### config.mk
export PLATFORM = sky130hd
export DESIGN_NAME = sliding_window_median_flat
export DESIGN_NICKNAME = d
export VERILOG_FILES = /design/src/rtl/swm_pkg.sv /design/src/rtl/swm_in_if.sv /design/src/rtl/swm_out_if.sv /design/src/rtl/swm_cell.sv /design/src/rtl/sliding_window_median.sv /design/src/flat_wrapper.sv
export SDC_FILE = /design/constraint.sdc
export NUM_CORES = 2
export LEC_CHECK = 0
export BUFFER_PORTS_ARGS = -buffer_cell sky130_fd_sc_hd__buf_2
export CORE_ASPECT_RATIO = 1.1
export CORE_MARGIN = 4
export CORE_UTILIZATION = 59
export DETAILED_ROUTE_END_ITERATION = 10
export PLACE_DENSITY = 0.78
export SETUP_SLACK_MARGIN = 0.02
export SLEW_MARGIN = 30
export SYNTH_ARGS = -nofsm -noshare
export SYNTH_HDL_FRONTEND = slang
export SYNTH_SLANG_ARGS = --single-unit
### constraint.sdc
create_clock -name clk -period 4.57 [get_ports clk]
set_input_delay 0.6855 -clock clk [delete_from_list [all_inputs] [get_ports clk]]
set_output_delay 0.6855 -clock clk [all_outputs]
set_load 0.02 [all_outputs]
### src/rtl/swm_pkg.sv
// Shared constants, types and codes of the sliding window median filter.
package swm_pkg;

	localparam int WINDOW_MAX  = 32;
	localparam int SAMPLE_BITS = 16;
	localparam int CFG_BITS    = 6;
	localparam int IDX_BITS    = $clog2(WINDOW_MAX);
	localparam int FILL_BITS   = IDX_BITS + 1;
	localparam int AGE_BITS    = IDX_BITS;

	localparam logic [CFG_BITS-1:0] WINDOW_RESET = CFG_BITS'(5);

	typedef logic [SAMPLE_BITS-1:0] sample_t;
	typedef logic [AGE_BITS-1:0]    age_t;
	typedef logic [FILL_BITS-1:0]   fill_t;
	typedef logic [IDX_BITS-1:0]    idx_t;

	// Contents of one sorting cell.
	typedef struct packed {
		logic    valid;
		sample_t value;
		age_t    age;
	} cell_t;

	// Operation broadcast to every cell in the same cycle.
	typedef enum logic [1:0] {
		OP_HOLD   = 2'd0,
		OP_CLEAR  = 2'd1,
		OP_DELETE = 2'd2,
		OP_INSERT = 2'd3
	} cell_op_t;

	typedef struct packed {
		cell_op_t op;
		sample_t  value;
		age_t     oldest;
	} cell_cmd_t;

	typedef enum logic [2:0] {
		S_IDLE = 3'b001,
		S_WORK = 3'b010,
		S_SEL  = 3'b100
	} state_t;

endpackage

### src/rtl/swm_in_if.sv
// Input channel of the median filter: one sample and its start flag.
interface swm_in_if;
	import swm_pkg::*;

	logic    valid;
	logic    ready;
	sample_t sample;
	logic    start_req;

	modport source (output valid, output sample, output start_req, input ready);
	modport sink (input valid, input sample, input start_req, output ready);
endinterface

### src/rtl/swm_out_if.sv
// Output channel of the median filter: the median as floor plus half flag.
interface swm_out_if;
	import swm_pkg::*;

	logic    valid;
	logic    ready;
	sample_t median_floor;
	logic    median_half;

	modport source (output valid, output median_floor, output median_half, input ready);
	modport sink (input valid, input median_floor, input median_half, output ready);
endinterface

### src/rtl/swm_cell.sv
// One cell of the sorted sample chain, with its neighbor hand-off logic.
module swm_cell (
	input  logic              clk,
	input  logic              arst_n,
	input  swm_pkg::cell_cmd_t cmd,
	input  swm_pkg::cell_t    left_q,
	input  swm_pkg::cell_t    right_q,
	input  logic              left_gt,
	input  logic              del_in,
	output swm_pkg::cell_t    cell_q,
	output logic              gt,
	output logic              del_out
);
	import swm_pkg::*;

	cell_t cell_d;
	logic  del_here;

	// Empty cells sort as larger than any sample, so they stay at the tail.
	assign gt       = !cell_q.valid || (cmd.value < cell_q.value);
	assign del_here = cell_q.valid && (cell_q.age == cmd.oldest);
	assign del_out  = del_in | del_here;

	always_comb begin
		cell_d = cell_q;
		case (cmd.op)
			OP_CLEAR: begin
				cell_d.valid = 1'b0;
			end
			OP_DELETE: begin
				if (del_out) begin
					cell_d = right_q;
				end
			end
			OP_INSERT: begin
				if (left_gt) begin
					cell_d     = left_q;
					cell_d.age = left_q.age + age_t'(1);
				end else if (gt) begin
					cell_d.valid = 1'b1;
					cell_d.value = cmd.value;
					cell_d.age   = '0;
				end else begin
					cell_d.age = cell_q.age + age_t'(1);
				end
			end
			default: begin
				cell_d = cell_q;
			end
		endcase
	end

	always_ff @(posedge clk or negedge arst_n) begin
		if (!arst_n) begin
			cell_q <= '0;
		end else begin
			cell_q <= cell_d;
		end
	end
endmodule

### src/rtl/sliding_window_median.sv
// Sliding window median filter over a sorted chain of sample cells.
//
// Samples arrive on sample_ch, one per transaction; a transaction with start_req
// high empties the window before its sample is stored. Each sample that brings
// the window to exactly window_size entries yields one transaction on median_ch:
// the median floor plus a half flag, which is set only for an even window whose
// two middle values have an odd sum. Samples that leave the window short of full
// yield no result. window_size is to be written through cfg_we/cfg_wdata only while
// the block is idle; the block does not enforce this. Zero acts as one and values
// above 32 act as 32. Each sample is handled in turn; the next is taken only when
// the block is idle again. The steps are acceptance, a drop of each sample from the
// front of the window until there is room, the sorted insertion, and the median
// pick, which follows only when the insertion fills the window.
// The chain carries out one broadcast operation per cycle:
// a single drop or a single insertion.
// Reset empties the window and sets window_size to 5. A result waits in the
// output register while median_ch is stalled; the next sample is still taken,
// but its own result waits until the register has been emptied.
module sliding_window_median (
	input  logic                        clk,
	input  logic                        arst_n,
	swm_in_if.sink                      sample_ch,
	swm_out_if.source                   median_ch,
	input  logic                        cfg_we,
	input  logic [swm_pkg::CFG_BITS-1:0] cfg_wdata
);
	import swm_pkg::*;

	logic [CFG_BITS-1:0] wsize_q;
	logic [CFG_BITS-1:0] weff;
	state_t              state_q;
	fill_t               fill_q;
	sample_t             smp_q;
	sample_t             floor_q;
	logic                half_q;
	logic                out_valid_q;

	cell_cmd_t           cmd;
	cell_t               cells_q [WINDOW_MAX];
	logic                gt      [WINDOW_MAX];
	logic                del     [WINDOW_MAX];
	logic [WINDOW_MAX-1:0] valid_vec;

	logic                accept;
	logic                out_take;
	logic                load_out;
	logic                win_full;
	idx_t                lo_idx;
	idx_t                hi_idx;
	sample_t             lo_val;
	sample_t             hi_val;
	logic [SAMPLE_BITS:0] mid_sum;

	// Effective window: zero is one sample, anything above the chain length saturates.
	always_comb begin
		if (wsize_q == '0) begin
			weff = CFG_BITS'(1);
		end else if (wsize_q > CFG_BITS'(WINDOW_MAX)) begin
			weff = CFG_BITS'(WINDOW_MAX);
		end else begin
			weff = wsize_q;
		end
	end

	assign sample_ch.ready = (state_q == S_IDLE);
	assign accept          = sample_ch.valid && sample_ch.ready;
	assign out_take        = out_valid_q && median_ch.ready;
	assign load_out        = (state_q == S_SEL) && (!out_valid_q || median_ch.ready);
	assign win_full        = (FILL_BITS'(weff) <= fill_q);

	// Middle positions of the sorted chain; they coincide for an odd window, so
	// the sum below is twice the middle value with the half flag clear.
	assign lo_idx = IDX_BITS'((weff - CFG_BITS'(1)) >> 1);
	assign hi_idx = IDX_BITS'(weff >> 1);

	always_comb begin
		lo_val = '0;
		hi_val = '0;
		for (int i = 0; i < WINDOW_MAX; i++) begin
			lo_val = lo_val | (cells_q[i].value & {SAMPLE_BITS{lo_idx == IDX_BITS'(i)}});
			hi_val = hi_val | (cells_q[i].value & {SAMPLE_BITS{hi_idx == IDX_BITS'(i)}});
		end
	end

	assign mid_sum = {1'b0, lo_val} + {1'b0, hi_val};

	// Command broadcast to the chain. The oldest stored sample always carries the
	// age fill_count minus one, since ages of stored samples run without gaps.
	always_comb begin
		cmd.op     = OP_HOLD;
		cmd.value  = smp_q;
		cmd.oldest = AGE_BITS'(fill_q - fill_t'(1));
		case (state_q)
			S_IDLE: begin
				if (accept && sample_ch.start_req) begin
					cmd.op = OP_CLEAR;
				end
			end
			S_WORK: begin
				cmd.op = win_full ? OP_DELETE : OP_INSERT;
			end
			default: begin
				cmd.op = OP_HOLD;
			end
		endcase
	end

	for (genvar i = 0; i < WINDOW_MAX; i++) begin : g_cell
		cell_t left_c;
		cell_t right_c;
		logic  left_g;
		logic  del_i;

		if (i == 0) begin : g_head
			assign left_c = '0;
			assign left_g = 1'b0;
			assign del_i  = 1'b0;
		end else begin : g_body
			assign left_c = cells_q[i-1];
			assign left_g = gt[i-1];
			assign del_i  = del[i-1];
		end

		if (i == WINDOW_MAX - 1) begin : g_tail
			assign right_c = '0;
		end else begin : g_mid
			assign right_c = cells_q[i+1];
		end

		swm_cell u_cell (
			.clk     (clk),
			.arst_n  (arst_n),
			.cmd     (cmd),
			.left_q  (left_c),
			.right_q (right_c),
			.left_gt (left_g),
			.del_in  (del_i),
			.cell_q  (cells_q[i]),
			.gt      (gt[i]),
			.del_out (del[i])
		);

		assign valid_vec[i] = cells_q[i].valid;
	end

	// Sequencer: drop from the front until there is room, insert, then pick once the window is full.
	always_ff @(posedge clk or negedge arst_n) begin
		if (!arst_n) begin
			state_q <= S_IDLE;
			fill_q  <= '0;
		end else begin
			case (state_q)
				S_IDLE: begin
					if (accept) begin
						state_q <= S_WORK;
						if (sample_ch.start_req) begin
							fill_q <= '0;
						end
					end
				end
				S_WORK: begin
					if (win_full) begin
						fill_q <= fill_q - fill_t'(1);
					end else begin
						fill_q <= fill_q + fill_t'(1);
						if (fill_q + fill_t'(1) == FILL_BITS'(weff)) begin
							state_q <= S_SEL;
						end else begin
							state_q <= S_IDLE;
						end
					end
				end
				S_SEL: begin
					if (load_out) begin
						state_q <= S_IDLE;
					end
				end
				default: begin
					state_q <= S_IDLE;
				end
			endcase
		end
	end

	always_ff @(posedge clk) begin
		if (accept) begin
			smp_q <= sample_ch.sample;
		end
		if (load_out) begin
			floor_q <= mid_sum[SAMPLE_BITS:1];
			half_q  <= mid_sum[0];
		end
	end

	always_ff @(posedge clk or negedge arst_n) begin
		if (!arst_n) begin
			out_valid_q <= 1'b0;
			wsize_q     <= WINDOW_RESET;
		end else begin
			if (load_out) begin
				out_valid_q <= 1'b1;
			end else if (out_take) begin
				out_valid_q <= 1'b0;
			end
			if (cfg_we) begin
				wsize_q <= cfg_wdata;
			end
		end
	end

	assign median_ch.valid        = out_valid_q;
	assign median_ch.median_floor = floor_q;
	assign median_ch.median_half  = half_q;

`ifndef ASSERT_OFF
	// The number of occupied cells always matches the fill count.
	a_fill_matches: assert property (@(posedge clk) disable iff (!arst_n)
		FILL_BITS'($countones(valid_vec)) == fill_q)
		else $error("occupied cell count differs from fill count");

	// Occupied cells form an unbroken run from the head of the chain.
	a_compact: assert property (@(posedge clk) disable iff (!arst_n)
		((valid_vec >> 1) & ~valid_vec) == '0)
		else $error("gap in the occupied cells");

	// A result appears only after the median pick step.
	a_load_src: assert property (@(posedge clk) disable iff (!arst_n)
		$rose(out_valid_q) |-> $past(state_q == S_SEL))
		else $error("result loaded outside the pick step");

	// An odd window never yields a half.
	a_odd_half: assert property (@(posedge clk) disable iff (!arst_n)
		(out_valid_q && weff[0]) |-> !half_q)
		else $error("half flag set for an odd window");
`endif
endmodule
### src/flat_wrapper.sv
// flat-port wrapper written by rule: the top's interface ports become plain ports
module sliding_window_median_flat import swm_pkg::*;
  (clk, arst_n, cfg_we, cfg_wdata, sample_ch_valid, sample_ch_sample, sample_ch_start_req, sample_ch_ready, median_ch_valid, median_ch_median_floor, median_ch_median_half, median_ch_ready);
  swm_in_if sample_ch_i ();
  swm_out_if median_ch_i ();
  input  logic clk;
  input  logic arst_n;
  input  logic cfg_we;
  input  logic [swm_pkg::CFG_BITS-1:0] cfg_wdata;
  input wire logic [$bits(sample_ch_i.valid)-1:0] sample_ch_valid;
  input wire logic [$bits(sample_ch_i.sample)-1:0] sample_ch_sample;
  input wire logic [$bits(sample_ch_i.start_req)-1:0] sample_ch_start_req;
  output wire logic [$bits(sample_ch_i.ready)-1:0] sample_ch_ready;
  output wire logic [$bits(median_ch_i.valid)-1:0] median_ch_valid;
  output wire logic [$bits(median_ch_i.median_floor)-1:0] median_ch_median_floor;
  output wire logic [$bits(median_ch_i.median_half)-1:0] median_ch_median_half;
  input wire logic [$bits(median_ch_i.ready)-1:0] median_ch_ready;
  assign sample_ch_i.valid = sample_ch_valid;
  assign sample_ch_i.sample = sample_ch_sample;
  assign sample_ch_i.start_req = sample_ch_start_req;
  assign sample_ch_ready = sample_ch_i.ready;
  assign median_ch_valid = median_ch_i.valid;
  assign median_ch_median_floor = median_ch_i.median_floor;
  assign median_ch_median_half = median_ch_i.median_half;
  assign median_ch_i.ready = median_ch_ready;
  sliding_window_median u_core (.clk(clk), .arst_n(arst_n), .sample_ch(sample_ch_i), .median_ch(median_ch_i), .cfg_we(cfg_we), .cfg_wdata(cfg_wdata));
endmodule
[Yosys cells after proc, flatten, opt, wreduce, memory -nomap -nowiden]
Index checks and enable logic that the tools add are counted.
Cells by class
  add/subtract/negate cells: 36
  $lt $le $gt $ge: 34
  equal/unequal tests: 169
  muxes and demuxes: 207
  bitwise gates (word level): 157
  reduce and logical (&&, ||, !) cells: 207
Operators with widths (count)
  $mux 22: 63
  $pmux 21 s2: 32
  $and 16x16->16: 64
  $or 16x16->16: 62
  $mux 17: 32
  $lt 16x16->1: 32
  $reduce_and 3->1: 66
  $add 5x1->5 const B: 32
  $eq 5x5->1: 32
  $eq 5x5->1 const B: 32
  $mux 5: 32
  $pmux 1 s3: 32
  $ne 3x3->1 const B: 29
  $eq 5x4->1 const B: 16
  $ne 2x2->1 const B: 36
  $reduce_and 2->1: 32
  $eq 5x3->1 const B: 8
  $logic_and 1x1->1: 36
  $logic_not 1->1: 33
  $logic_or 1x1->1: 33
  $or 1x1->1: 31
  $mux 6: 5
  $eq 5x2->1 const B: 4
  $add 16x16->17: 1
  22 further kinds: 35
Storage, ports and cells
  flip-flop bits (word level): 753
  input bits: 28
  output and inout bits: 19
  logic and storage cells: 913

[Longest topological paths before layout]
  depth after elaboration: 38
  mapped depth: 25
  mapped depth without buffers: 22

[By module]
A second synthesis with hierarchy kept.
Unflattened totals
  cells, all modules: 8862
  area total of the unflattened synthesis: 71406.0 um^2
Modules (own cells, without submodules)
  swm_cell (u_core.g_cell[0].u_cell ...): instances 18, cells each 255, area each 2094.5 um^2, sequential area each 550.5 um^2
  swm_cell (u_core.g_cell[26].u_cell ...): instances 14, cells each 256, area each 1978.1 um^2, sequential area each 550.5 um^2
  sliding_window_median: instances 1, cells each 688, area each 6010.8 um^2, sequential area each 1395.1 um^2

[Least setup slack after synthesis]
No wires, ideal clock.
  path type: register to register
  start point: register u_core.wsize_q[5]
  end point: register u_core.floor_q[14] (netlist: u_core.median_ch.median_floor[14]), data pin
  library setup time: 0.195 ns
  arrival: 4.638 ns
  data required time: 4.375 ns
  setup slack: -0.263 ns
  cell stages (with the launch flop): 22
  path buffers: 3
  period minus slack after synthesis: 4.833 ns
  path through: dfrtp_1 > clkbuf_1 > clkbuf_1 > clkbuf_1 > o21bai_1 > ha_1 > xnor2_1 > nand2b_1 > nor2_1 > a22oi_1 > nand2_1 > or4_1 > ha_1 > a21oi_1 > o211ai_1 > a31oi_1 > nor2b_1 > o21a_1 > o211a_1 > o21a_1 > o21a_1 > o311ai_0
On the way
  cells in the longest elaborated chain, start to end: 38
  elaborated cells on any way between the ends: 196
  classes of those cells: add/sub: 2; order compare: 1; eq/ne: 62; mux: 2; bitwise: 126; reduce/logical: 3
RTL lines
  start, declared: line sliding_window_median.sv:29  | logic [CFG_BITS-1:0] wsize_q;
  start signal, assigned: line sliding_window_median.sv:206  | wsize_q <= cfg_wdata;
  $gt 6x6->1: line sliding_window_median.sv:58  | end else if (wsize_q > CFG_BITS'(WINDOW_MAX)) begin
  $mux 6: line sliding_window_median.sv:58
  $mux 6 (*): line sliding_window_median.sv:56  | if (wsize_q == '0) begin
  $sub 6x1->6: line sliding_window_median.sv:73  | assign lo_idx = IDX_BITS'((weff - CFG_BITS'(1)) >> 1);
  $eq 5x1->1 / $logic_not 5->1 (equally long branches): line sliding_window_median.sv:80  | lo_val = lo_val | (cells_q[i].value & {SAMPLE_BITS{lo_idx == IDX_BITS'(i)}});
  $and 16x16->16: line sliding_window_median.sv:80
  $or 16x16->16 (31 in a row): line sliding_window_median.sv:80
  $add 16x16->17 (*): line sliding_window_median.sv:85  | assign mid_sum = {1'b0, lo_val} + {1'b0, hi_val};
  via u_core.mid_sum[15]: line sliding_window_median.sv:52  | logic [SAMPLE_BITS:0] mid_sum;
  end signal, assigned: line sliding_window_median.sv:190  | floor_q <= mid_sum[SAMPLE_BITS:1];
  end, declared: line sliding_window_median.sv:34  | sample_t floor_q;
The timed path passes the listed nets; every way through them passes the cells marked *.
A chain may end at the register's enable or synchronous reset.

[Worst setup path in the final report]
  start point: register u_core.wsize_q[3]
  end point: register u_core.floor_q[14] (netlist: u_core.median_ch.median_floor[14]), data pin
Same word-level chain as after synthesis.

==> out/metrics.cfg <==
[timing]
max_freq_mhz = 218
fin_ws_ps = -9.41
skew_ps = 48.4
rsz0062_at_grt = true
worst_slew_margin_rel_pct = 29.6
finalCritPeriodShare_pct = 100
setup_violations = 1
hold_viol = 0
maxSlewViolCount = 0
worst_slew_pin_slew_ps = 1060
setup-tns-final_ps = -9.41
finalCriticalPeriod_ps = 4580

[hold_path]
hp-class = primary input to asynchronous set/reset pin

[clock_tree]
path_clk_slew_ps = 60
clkSinkCount = 753
cts_buffer_depth = 3
cts_buffers = 89
hold_buffers = 0
cts_tree = done
cts_root_buffer = clkbuf_16
clk_latency_ps = 730
h-tree-depth = 3

[synth]
syn-num-nets = 8055
yosys-top-cells-count = dfrtp_1, mux2i_1, nor2_1
synth_enable_flop_cells = 33
async_flop_share_pct = 95.6
yosysUniqueCellTypes = 103
yosys.area_share.simple_pct = 13.1
syn_area_per_cell_um2 = 8.49
ys.warnings.count = 0
synthesis.area_mm2 = 0.0636
ys_seq_elements = 753
synth_top_family_by_area = compound AO/OA/AOI/OAI gates
ys_top_cells_by_area = dfrtp_1, ha_1, mux2i_1, a21oi_1, o21ai_0
synth_seq_area_share_pct = 29.9
yosysMostFrequentCell = dfrtp_1
synth_top_area_share_pct = 28.2
synthAdderAreaFrac_pct = 10.6
synth_compound_area_share_pct = 22.9
synth_mux_area_share_pct = 12.8
synth-xor-area-share_pct = 3.68
synthCells = 7489
ys.flop_type = dfrtp_1
synth_top_cell_by_area = dfrtp_1

[power_and_ir_drop]
power_switching_share_pct = 50.4
clockPowerShare_pct = 14.6
p_seq_share_pct = 30.0
power_per_cell_area_mw_per_mm2 = 693
combPwrFrac_pct = 55.3
peakVddDrop_uv = 517
power.total_mw = 50.3
p_sw_mw = 25.3
p_leak_nw = 32.4
p_int_mw = 25.0

[floorplan]
core-area_mm2 = 0.107
ios = 47
rows = 126
start_util_pct = 59.3
fp.dieH_um = 352
die_area_mm2 = 0.113
die_w_um = 321

[layout]
layout-drive-gt1-share_pct = 14.5
final_cells = 9162
final_core_util_pct = 67.7
area_growth_pct = 14.1
nets = 8250

[critical_path]
cp_slowest_stage_delay_ps = 570
cp_top_family = compound AO/OA/AOI/OAI gates
crit_required_ps = 5000
cp-start-kind = flop
worstPathArrival_ps = 5010
critPathKind = flop to flop
crit_slowest_cell = or4_4
crit_buf_inv = 2
cp_cell_sequence = nor4_4 > o21bai_2 > ha_4 > xnor2_4 > nand2b_4 > buf_6 > nor2_4 > a22oi_1 > nand2_1 > or4_4 > ha_4 > a21oi_4 > o211ai_1 > a31oi_1 > nor2b_1 > o21a_1 > o211a_1 > o21a_1 > buf_4 > o211ai_1 > o311ai_1
worstPathMaxFanout = 4
end_kind = flop
worstRegToRegCells = 21
path_depth = 21

[placement]
io_buffer_count = 46
dp.cells = 8966
gp_congestion = 1.06
pre_cts_ws_ps = -538
place.detailed.hpwl_um = 206000

[route]
vias = 64600
vias_per_cell = 7.05
post-route-drc-count = 0
dr.pass1.iters = 10
wl_per_cell_um = 30.3
wl_um = 278000
ant_nets = 0
drt_iter0_markers = 8271

[run_status]
outcome = finished, violations left
violations = negative setup slack

[grt]
grt-ovfl-total = 0
grt_usage_pct = 47.7
antenna_found_initial = 14
grt_pass1_wl_um = 408000
grt_pass1_vias = 63300
grt_start_max_net_pins = 142

[flow_run]
maxCapViolCount = 0

-- layout by cell type (no fill, tap or decap), types with 135 or more instances in the layout --
cell type  Yosys  routed
a21o_1       137     135
a21oi_1      534     523
buf_4         19     525
dfrtp_1      717     714
ha_1         537     530
inv_1        579     577
mux2i_1      658     658
nand2_1      471     464
nand3_1      181     180
nor2_1       620     600
o21ai_0      521     516
-- flip-flops by register name, indices dropped and copies added, names as in the netlist --
name	count
u_core.g_cell.u_cell.cell_q	704
u_core.median_ch.median_floor	16
u_core.smp_q	16
u_core.fill_q	6
u_core.wsize_q	6
u_core.state_q	3
u_core.median_ch.median_half	1
u_core.median_ch.valid	1
-- cell families (layout without fill, tap and decap cells) --
| family | Yosys count | after routing |
|---|---|---|
| flip-flops | 753 | 753 |
| other | 0 | 4 |
| adder cells (fa/ha/maj) | 538 | 538 |
| AND/OR/NAND/NOR | 1780 | 1780 |
| XOR/XNOR | 257 | 257 |
| AO/OA/AOI/OAI | 2231 | 2231 |
| buffers and inverters | 1134 | 1395 |
| multiplexers | 796 | 796 |
-- final timing paths --
kind | startpoint | end | slack, ps
worst min-delay path | arst_n | u_core.g_cell[8].u_cell.cell_q[3]$_DFFE_PN0P_ | 20
worst max-delay path | u_core.wsize_q[3]$_DFFE_PN0P_ | u_core.median_ch.median_floor[14]$_DFFE_PP_ | -9
worst max register to register | u_core.wsize_q[3]$_DFFE_PN0P_ | u_core.median_ch.median_floor[14]$_DFFE_PP_ | -9
worst min register to register | u_core.g_cell[17].u_cell.cell_q[15]$_DFFE_PN0P_ | u_core.g_cell[17].u_cell.cell_q[15]$_DFFE_PN0P_ | 520
min in group clk | sample_ch_sample[3] | u_core.smp_q[3]$_DFFE_PP_ | 140
max in group asynchronous | arst_n | u_core.g_cell[31].u_cell.cell_q[12]$_DFFE_PN0P_ | 3290
-- metal layers --
layer,vias to the layer above,global-route usage [%],share of wire (%)
li1,27600,-,-
met1,31500,57.0,36
met2,4182,74.2,44
met3,1324,11.4,10
met4,10,36.7,9.6
met5,-,0,0.026
-- power groups by stage --
stage / clock network, mW / logic (mW) / registers, mW
2_1_floorplan: 0 / 17.8 / 11.9
3_3_place_gp: 0 / 25.3 / 14.7
3_5_place_dp: 0 / 26.4 / 14.7
4_1_cts: 7.32 / 26.8 / 14.6
5_1_grt: 7.62 / 30.1 / 15.0
6_report: 7.36 / 27.8 / 15.1
-- worst register-to-register path: cells and delay by family (launching register included) --
family	cells	cell delay, ps
xor gates and xnor gates	1	180
AOI/OAI and AO/OA	10	1730
buffers and inverters	2	240
DFF	1	420
adders and majority gates	2	450
and+or+nand+nor	6	1270
-- timing repair --
item	CTS	global route
pin swaps	15	27
setup endpoints to repair	36	170
resized for setup	46	67
setup buffers	21	15
-- cell type report --
cell class | instances | area [µm²]
multi-input combinational | 5602 | 40900
fill | 8439 | 34700
sequential | 753 | 19000
timing repair buffer | 657 | 5740
clock buffer | 125 | 2530
inverter | 581 | 2180
tap | 1408 | 1760
clock inverter | 32 | 357
antenna | 4 | 10.0
-- per-stage QoR --
| stage | cell area [µm²] | hold slack, ps |
|---|---|---|
| finish | 72500 | 19.6 |
| global route | 72500 | 98.0 |
| CTS | 72100 | 69.5 |
| detailed placement | 68800 | 500 |
| global placement | 68800 | 494 |
| floorplan | 63600 | 390 |
Power figures use the tool's default switching activity.
